--- config.mk ---
export PLATFORM = sky130hd
export DESIGN_NAME = psc_csr
export DESIGN_NICKNAME = d
export VERILOG_FILES = /design/src/design/psc_pkg.sv /design/src/design/psc_csr.sv
export SDC_FILE = /design/constraint.sdc
export NUM_CORES = 1
export LEC_CHECK = 0
export ABC_AREA = 1
export BUFFER_PORTS_ARGS = -buffer_cell sky130_fd_sc_hd__buf_2
export CAP_MARGIN = 20
export CORE_MARGIN = 4
export CORE_UTILIZATION = 41
export DETAILED_ROUTE_END_ITERATION = 6
export PLACE_DENSITY = 0.66
export SLEW_MARGIN = 15
export SYNTH_ARGS = -nofsm -noshare
export SYNTH_HDL_FRONTEND = slang
export SYNTH_SLANG_ARGS = --single-unit
--- constraint.sdc ---
create_clock -name clock -period 0.9 [get_ports clock]
set_input_delay 0.045 -clock clock [delete_from_list [all_inputs] [get_ports clock]]
set_output_delay 0.045 -clock clock [all_outputs]
set_load 0.01 [all_outputs]
--- src/design/psc_pkg.sv ---
// psc_pkg: shared types and constants for the pressure sensor compensation block
// no dependencies; used by psc_csr and pressure_sensor_compensation

package psc_pkg;

   localparam int RAW_W       = 24;
   localparam int CAL_W       = 16;
   localparam int CSR_INDEX_W = 3;
   localparam int PA_W        = 23;
   localparam int TC_W        = 15;
   localparam int TW_W        = 8;

   // register stages from accept to result
   localparam int PIPE_DEPTH  = 12;

   // calibration register indexes
   localparam logic [CSR_INDEX_W-1:0] REG_PRESSURE_SENSITIVITY   = 3'd0;
   localparam logic [CSR_INDEX_W-1:0] REG_PRESSURE_OFFSET        = 3'd1;
   localparam logic [CSR_INDEX_W-1:0] REG_SENSITIVITY_TEMP_COEFF = 3'd2;
   localparam logic [CSR_INDEX_W-1:0] REG_OFFSET_TEMP_COEFF      = 3'd3;
   localparam logic [CSR_INDEX_W-1:0] REG_REFERENCE_TEMPERATURE  = 3'd4;
   localparam logic [CSR_INDEX_W-1:0] REG_TEMPERATURE_SLOPE      = 3'd5;

   // output limits
   localparam int P_MIN  = -1000000;
   localparam int P_MAX  = 4000000;
   localparam int TC_MIN = -4000;
   localparam int TC_MAX = 8500;

   typedef struct packed {
      logic [CAL_W-1:0] pressure_sensitivity;
      logic [CAL_W-1:0] pressure_offset;
      logic [CAL_W-1:0] sensitivity_temp_coeff;
      logic [CAL_W-1:0] offset_temp_coeff;
      logic [CAL_W-1:0] reference_temperature;
      logic [CAL_W-1:0] temperature_slope;
   } cal_type;

endpackage

--- src/design/psc_csr.sv ---
// psc_csr: calibration register file written through the csr channel
// depends on psc_pkg for the register indexes and the cal_type struct

module psc_csr (
   input  logic                              clock,
   input  logic                              reset,
   input  logic                              csr_valid,
   output logic                              csr_ready,
   input  logic [psc_pkg::CSR_INDEX_W-1:0]   csr_index,
   input  logic [psc_pkg::CAL_W-1:0]         csr_wdata,
   output psc_pkg::cal_type                  cal
);
   import psc_pkg::*;

   cal_type cal_ff, cal_in;
   logic    wr;

   assign csr_ready = 1'b1;
   assign wr        = csr_valid && csr_ready;
   assign cal       = cal_ff;

   always_comb begin
      cal_in = cal_ff;
      if (wr) begin
         case (csr_index)
            REG_PRESSURE_SENSITIVITY:   cal_in.pressure_sensitivity   = csr_wdata;
            REG_PRESSURE_OFFSET:        cal_in.pressure_offset        = csr_wdata;
            REG_SENSITIVITY_TEMP_COEFF: cal_in.sensitivity_temp_coeff = csr_wdata;
            REG_OFFSET_TEMP_COEFF:      cal_in.offset_temp_coeff      = csr_wdata;
            REG_REFERENCE_TEMPERATURE:  cal_in.reference_temperature  = csr_wdata;
            REG_TEMPERATURE_SLOPE:      cal_in.temperature_slope      = csr_wdata;
            default:                    cal_in = cal_ff;
         endcase
      end
   end

   always_ff @(posedge clock) begin
      if (reset) begin
         cal_ff <= '0;
      end else begin
         cal_ff <= cal_in;
      end
   end

`ifndef ASSERT_OFF
   a_write_sens: assert property (@(posedge clock) disable iff (reset)
      wr && csr_index == REG_PRESSURE_SENSITIVITY
      |=> cal_ff.pressure_sensitivity == $past(csr_wdata))
      else $error("sensitivity write not taken");

   a_write_slope: assert property (@(posedge clock) disable iff (reset)
      wr && csr_index == REG_TEMPERATURE_SLOPE
      |=> cal_ff.temperature_slope == $past(csr_wdata))
      else $error("slope write not taken");

   a_hold: assert property (@(posedge clock) disable iff (reset)
      !wr |=> $stable(cal_ff))
      else $error("calibration changed without a write");
`endif

endmodule

==> metrics, run 1 <==
global route hottest layer met2; Compound-Gate Fraction of Synth Area 0%; Post-Route WL 11400 µm; largest net degree at the start of global routing 58; WL/cell 14.5 µm; antenna viol nets, final 0; Crit Path Class reg -> out; ys async rst share 0%; number of synthesized flops with an enable pin 0; GRT met3 Usage 4.14%; startpoint types flop; crit-path cells buf_2; crit path max-delay cell type dfxtp_2; Max Slew Vio Count 0; clock buffer depth 2; vias in the first global route 3448; max reg flops 96; grt met2 use 33.4%; M1 GR Usage 27.9%; period utilisation layout 97.5%; Crit path max-delay family flip-flops; worst-skew pair later-pin latency 0.35 ns; die area 11100 µm²; RSZ-0062 raised after global routing yes; Synth cell types 15; Core Area 9200 µm²; Util after Layout 58.7%; prevailing post-synth register cell dfxtp_1; Synth Instances 554; HPWL after DPL 7810 µm; simple-gate share of the synthesized area 43.3%; CTS tree yes; port buffer count 117; Synth warnings 0; CTS Hold Bufs 0; synth cell count leaders 193 x nor2_1, 101 x nand2_1, 96 x dfxtp_1, 96 x nand3_1, 21 x buf_2; NumNets Final 692; Mapped Nets 576; r2r setup slk 0.19 ns; layout cells sized above 1 38.7%; Power Density 1610 nW/µm²; n_diodes 0; leak pwr 2.54 nW; initial antenna violation count 0; Fin Hold WS 0.140 ns; largest family of logic cells by synthesized area simple AND/OR/NAND/NOR gates; final hold violation count 0; Synth area leader dfxtp_1; Area Growth Syn to Fin 39.6%; Adder-Cell Fraction of Synth Area 0%; Synth top area share 49.7%; Final GP Congestion 0.799; drt first pass iters 5; cts bufs inserted 9; DR vias 3797; synth top area cells dfxtp_1 50%, nor2_1 19%, nand3_1 12%, nand2_1 9.8%, buf_2 2.7%; HP Class in -> reg; DRC 0; status finished clean; Seq/Total Area, Yosys 49.7%; Row Count 35; CP max stage delay 0.35 ns; Die H 105 µm; critical path peak fanout 2; maximum vdd drop 0.789 mV; Cell Area, Synth 3870 µm²; Crit. End Element output port; crit path time final 0.878 ns; Avg Cell Area, Syn 6.98 µm²; CTS sink count 96; synthesized flop and latch total 96; starting density of the core 42.1%; IO Pins 119; clk_skew 0 ns; most common cell in the netlist nor2_1; crit path DAT 0.83 ns; number of max-cap violations 0; Clk pin slew, worst setup/hold paths 0.10 ns; Chip Width 105 µm; Tot GR Track Use 20.8%; DRT iter0 DRCs 289; Critical Path RT 0.85 ns; FMAX 1140 MHz; post-DR vias/cell 4.83; global-route wire length before repair 18100 µm; endpoints failing setup 0; CP Buf/Inv Count 1; Synth Area in XOR/XNOR 0%; mux share of post-synthesis cell area 0%; Root Buffer clkbuf_8; H-tree levels 3; total gr overflow 0
metal layers:
| metal | vias to the layer above | wire [µm] |
|---|---|---|
| met1 | 1720 | 4800 |
| met4 | 0 | 112 |
| li1 | 1947 | - |
| met5 | - | 0 |
| met3 | 10 | 830 |
| met2 | 120 | 5620 |
placed cells by master (no fill, tap or decap), types with 3 or more instances in the layout:
cell,instances
nor2_1,192
nand2_1,101
nand3_1,96
dfxtp_2,93
buf_2,72
buf_6,44
inv_1,20
buf_12,17
clkbuf_8,11
nor2_4,7
buf_4,6
inv_2,3
nor2_2,3
dfxtp_1,3
clkinvlp_4,3
area by class of cell:
class                   count  area [µm²]
repair buffers            139        1240
flip-flops and latches     96        2040
clock buffers              12         155
inverters                  23        86.3
fillers                   901        3800
clock inverters             4        52.6
multi-input cells         401        1690
well taps                 111         139
logic make-up after synthesis:
group / after synthesis
other: 1
and+or+nand+nor: 400
buffers and inverters: 57
DFF: 96
repair_timing:
action                     4_1_cts  5_1_grt
gates resized for setup         42       97
setup endpoints to repair       41       85
pin swaps                        0        0
buffers inserted                 0        3
worst paths after layout:
check               start       to  cells past startpoint
setup reg to reg  cal[67]  cal[67]                      3
hold reg to reg   cal[22]  cal[22]                      2
hold / removal      reset  cal[26]                      5
setup / recovery  cal[63]  cal[63]                      1
worst reg2reg max path, delay by kind of cell, from the launching register on:
kind          cells  cell delay, ns
simple gates      2            0.16
flops             1            0.33
buf+inv           1            0.12
where the power goes:
group          switching (mW)  internal (mW)  total [mW]
sequential             0.0942           4.42        4.51
combinational           0.712          0.535        1.25
clock                    1.47           1.44        2.91
stage by stage:
| stage | std cells | instance area (µm²) | setup WS, ns | setup TNS (ns) | power [mW] |
|---|---|---|---|---|---|
| 2_1_floorplan | 554 | 3870 | 0.131 | 0 | 5.22 |
| 3_3_place_gp | 767 | 4780 | -0.0896 | -5.20 | 5.72 |
| 3_5_place_dp | 767 | 4780 | -0.112 | -6.38 | 5.74 |
| 4_1_cts | 783 | 5050 | 0.000226 | 0 | 8.66 |
| 5_1_grt | 786 | 5400 | -0.00702 | -0.0176 | 9.07 |
| 6_report | 786 | 5400 | 0.0224 | 0 | 8.67 |
Power figures use the tool's default switching activity.
==> run 2, diff against run 1 <==
- BUFFER_PORTS_ARGS: -buffer_cell sky130_fd_sc_hd__buf_2 -> not set
- DONT_BUFFER_PORTS: not set -> 1
- PLACE_DENSITY: 0.66 -> not set
==> run 2 against run 1 <==
  * Die area unchanged
  * Via count is 11% lower
  * Fmax is 2.9% higher
  * Total power increased by 4.9%
==> metrics, run 2 (synthesized netlist as in run 1, its figures left out) <==
status finished clean (unchanged); crit path time final 0.853 ns (was 0.878 ns); worst-skew pair later-pin latency 0.35 ns (about the same); NumNets Final 569 (was 692); die area 11100 µm² (unchanged); Fin Hold WS 0.0395 ns (was 0.140 ns); Die H 105 µm (unchanged); Row Count 35 (unchanged); DRC 0 (unchanged); CTS sink count 96 (unchanged); Post-Route WL 11100 µm (was 11400 µm); Clk pin slew, worst setup/hold paths 0.09 ns (was 0.10 ns); Root Buffer clkbuf_8 (unchanged); number of max-cap violations 0 (unchanged); max reg flops 96 (unchanged); Power Density 2070 nW/µm² (was 1610 nW/µm²); HPWL after DPL 7360 µm (was 7810 µm); port buffer count 0 (was 117); Crit path max-delay family flip-flops (unchanged); r2r setup slk 0.24 ns (was 0.19 ns); startpoint types flop (unchanged); setup TNS 0 ns (unchanged); antenna viol nets, final 0 (unchanged); Crit. End Element output port (unchanged); leak pwr 1.85 nW (was 2.54 nW); Max Slew Vio Count 0 (unchanged); period utilisation layout 94.8% (was 97.5%); most frequent cells in the layout 192 x nor2_1, 101 x nand2_1, 96 x nand3_1 (unchanged); FMAX 1170 MHz (was 1140 MHz); crit path DAT 0.81 ns (was 0.83 ns); Core Area 9200 µm² (unchanged); endpoints failing setup 0 (unchanged); most common cell after layout, fill and taps aside nor2_1 (unchanged); n_diodes 0 (unchanged); DRT iter0 DRCs 216 (was 289); clock buffer depth 2 (unchanged); Critical Path RT 0.85 ns (about the same); CTS tree yes (unchanged); maximum vdd drop 1.26 mV (was 0.789 mV); CP max stage delay 0.34 ns (was 0.35 ns); clk_skew 0 ns (unchanged); total gr overflow 0 (unchanged); WL/cell 16.8 µm (was 14.5 µm); crit path max-delay cell type dfxtp_2 (unchanged); DR vias 3389 (was 3797); CP Buf/Inv Count 1 (unchanged); post-DR vias/cell 5.11 (was 4.83); Area Growth Syn to Fin 13.6% (was 39.6%); drt first pass iters 5 (unchanged); final hold violation count 0 (unchanged); RSZ-0062 raised after global routing no (was yes); HP Class in -> reg (unchanged); crit-path cells buf_6 (was buf_2); Tot GR Track Use 20.0% (was 20.8%); layout cells sized above 1 8.51% (was 38.7%); vias in the first global route 3096 (was 3448); cts bufs inserted 9 (unchanged); Chip Width 105 µm (unchanged); Final GP Congestion 0.739 (was 0.799); initial antenna violation count 0 (unchanged); Crit Path Class reg -> out (unchanged); global-route wire length before repair 17300 µm (was 18100 µm); H-tree levels 3 (unchanged); starting density of the core 42.1% (unchanged); IO Pins 119 (unchanged); critical path peak fanout 2 (unchanged); largest net degree at the start of global routing 65 (was 58)
## run 2: cell types whose count changed in the layout (fill, tap and decap cells not counted), moves of 3 or more
| cell | change |
|---|---|
| dfxtp_1 | +91 |
| dfxtp_2 | -91 |
| buf_12 | -4 |
| buf_6 | -42 |
| bufinv_16 | +3 |
| buf_2 | -72 |
| buf_4 | -5 |
## run 2: power breakdown
part | internal, mW | total, mW | switching, mW
logic | 0.287 | 0.851 | 0.564
registers | 4.40 | 4.57 | 0.175
clock network | 2.20 | 3.67 | 1.47
## run 2: final cells by class
type / instances / area [µm²]
flip-flops and latches: 96 / 1920
well taps: 111 / 139
multi-input cells: 401 / 1690
inverters: 23 / 86.3
clock buffers: 11 / 141
clock inverters: 5 / 128
fillers: 943 / 4800
repair buffers: 16 / 290
## run 2: worst reg2reg max path: cells and delay by family (launching register included)
| kind | cells | cell delay (ns) |
|---|---|---|
| DFF | 1 | 0.43 |
| and+or+nand+nor | 2 | 0.17 |
## run 2: final timing paths
| path | from | to | cells past startpoint |
|---|---|---|---|
| hold / removal | reset | cal[93] | 4 |
| setup / recovery | cal[2] | cal[2] | 1 |
| setup reg to reg | cal[65] | cal[65] | 2 |
| hold reg to reg | cal[2] | cal[2] | 2 |
## run 2: metrics by stage
| step | area, µm² | instances | setup slack [ns] | power [mW] | util (%) |
|---|---|---|---|---|---|
| finish | 4400 | 663 | 0.0471 | 9.09 | 47.8 |
| global placement | 4120 | 647 | 0.0750 | 5.51 | 44.8 |
| detailed placement | 4120 | 647 | 0.0379 | 5.52 | 44.8 |
| CTS | 4390 | 663 | 0.0113 | 9.16 | 47.7 |
| global route | 4400 | 663 | 0.00315 | 9.49 | 47.8 |
| floorplan | 3870 | 554 | 0.131 | 5.22 | - |
## run 2: what timing repair did
item                                    CTS  global route
hold buffers                              0             0
endpoints found under the setup margin    1             2
gates resized for setup                   1             3
setup buffers                             0             0
## run 2: per-layer routing
metal	part of all wire (%)	up-vias	track usage (%)
met5	0	-	0
met1	40	1551	24.0
met2	49	129	34.8
met3	9.2	13	6.55
met4	1.4	0	4.50
li1	-	1696	-
==> run 3, diff against run 2 <==
- clock period: 0.9 -> 1.04 ns (I/O delays scaled with it)
==> run 3 against run 2 <==
  * Hold slack better by 0.042 ns
  * Final cell count is 1.2% lower
  * Highest routed layer unchanged
  * Global-route usage is 0.64 points higher
  * Die area stayed put
  * Clock power is 18% lower
  * Largest cell class unchanged
  * Critical path depth is 1 lower
  * Via count is 3.8% lower
==> metrics, run 3 (synthesized netlist as in run 1, its figures left out) <==
H-tree levels 3 (unchanged); Clk pin slew, worst setup/hold paths 0.10 ns (was 0.09 ns); die area 11100 µm² (unchanged); NumNets Final 561 (was 569); WL/cell 17.1 µm (was 16.8 µm); HPWL after DPL 7250 µm (was 7360 µm); period utilisation layout 79.4%; Tot GR Track Use 20.7% (was 20.0%); CTS Hold Bufs 0 (unchanged); DRT iter0 DRCs 181 (was 216); CTS sink count 96 (unchanged); Root Buffer clkbuf_8 (unchanged); post-DR vias/cell 4.98 (was 5.11); status finished clean (unchanged); global route hottest layer met2 (unchanged); r2r setup slk 0.38 ns (was 0.24 ns); maximum vdd drop 0.795 mV (was 1.26 mV); DRC 0 (unchanged); final hold violation count 0 (unchanged); Critical Path RT 0.99 ns (was 0.85 ns); FF/Latch Area 1920 µm² (about the same); antenna viol nets, final 0 (unchanged); CTS tree yes (unchanged); n_diodes 0 (unchanged); number of fill cells in the layout 981 (was 943); drt first pass iters 5 (unchanged); critical path peak fanout 2 (unchanged); RSZ-0062 raised after global routing no (unchanged); Crit Path Class reg -> out (unchanged); leak pwr 1.78 nW (was 1.85 nW); max reg flops 96 (unchanged); most common cell after layout, fill and taps aside nor2_1 (unchanged); placed cell count 639 (was 647); DR vias 3259 (was 3389); total gr overflow 0 (unchanged); crit path DAT 0.77 ns (was 0.81 ns); GRT met3 Usage 7.47% (was 6.55%); Max Slew Vio Count 0 (unchanged); M1 GR Usage 24.5% (was 24.0%); IO Pins 119 (unchanged); starting density of the core 42.1% (unchanged); port buffer count 0 (unchanged); startpoint types flop (unchanged); layout cells sized above 1 6.99% (was 8.51%); number of max-cap violations 0 (unchanged); post-CTS setup repair buffer count 0 (unchanged); vias in the first global route 3110 (was 3096); Post-Route WL 11200 µm (was 11100 µm); HP Class in -> reg (unchanged); setup TNS 0 ns (unchanged); clock buffer depth 2 (unchanged); Row Count 35 (unchanged); endpoints failing setup 0 (unchanged); Die H 105 µm (unchanged); Power Density 1810 nW/µm² (was 2070 nW/µm²); most frequent cells in the layout 192 x nor2_1, 101 x nand2_1, 96 x nand3_1, 96 x dfxtp_1, 20 x inv_1 (was 192 x nor2_1, 101 x nand2_1, 96 x nand3_1); global-route wire length before repair 17700 µm (was 17300 µm); Core Area 9200 µm² (unchanged); largest net degree at the start of global routing 97 (was 65); cts bufs inserted 9 (unchanged); FMAX 1210 MHz; crit path time final 0.826 ns; grt met2 use 33.8% (was 34.8%); design area 4240 µm² (was 4400 µm²); Area Growth Syn to Fin 9.48% (was 13.6%); Crit. End Element output port (unchanged); clk_skew 0 ns (unchanged); CTS resizes 0 (was 1); Post-DP Area 3980 µm² (was 4120 µm²); Chip Width 105 µm (unchanged); Final GP Congestion 0.736 (was 0.739); non-filler instance count after layout 655 (was 663); initial antenna violation count 0 (unchanged); worst-skew pair later-pin latency 0.34 ns (was 0.35 ns); area of the multi-input gates 1690 µm² (unchanged)
run 3: cell count changes in the layout (fill, tap and decap cells not counted):
cell       change
buf_12         -6
buf_6          -2
bufinv_16      -1
clkbuf_1       -1
clkinv_4       +1
dfxtp_1        +2
dfxtp_2        -2
inv_6          +1
run 3: layer usage:
| layer | vias to the layer above | wire length, µm |
|---|---|---|
| met5 | - | 0 |
| met4 | 0 | 206 |
| met3 | 12 | 1030 |
| met2 | 101 | 5560 |
| met1 | 1467 | 4430 |
| li1 | 1679 | - |
run 3: worst reg2reg max path: cells and delay by family, from the launching register on:
family	cells	cell delay [ns]
flops	1	0.41
simple gates	2	0.19
run 3: final cells by class:
class,instances,share of cell area (%)
timing repair buffer,8,3.49
clock buffer,10,3.25
clock inverter,6,2.72
inverter,23,2.04
multi-input combinational,401,39.9
tap,111,3.28
sequential,96,45.4
run 3: path summary, 6_finish.rpt:
path | cells after the start | startpoint | endpoint
worst max register to register | 2 | cal[32] | cal[32]
worst min register to register | 2 | cal[6] | cal[6]
worst min-delay path | 4 | csr_wdata[15] | cal[15]
worst max-delay path | 0 | cal[68] | cal[68]
run 3: power by group:
| part | internal (mW) | total, mW | switching, mW |
|---|---|---|---|
| Sequential | 3.80 | 3.96 | 0.153 |
| Clock | 1.68 | 3.02 | 1.34 |
| Combinational | 0.215 | 0.692 | 0.477 |
run 3: metrics by stage:
step	hold slack (ns)	power, mW	utilization (%)	setup WS (ns)
final	0.0815	7.67	46.1	0.214
after CTS	0.0618	7.76	46.1	0.189
after floorplan	0.292	4.52	-	0.264
after global placement	0.369	4.73	43.3	0.151
after global routing	0.0802	8.05	46.1	0.150
after detailed placement	0.369	4.74	43.3	0.128
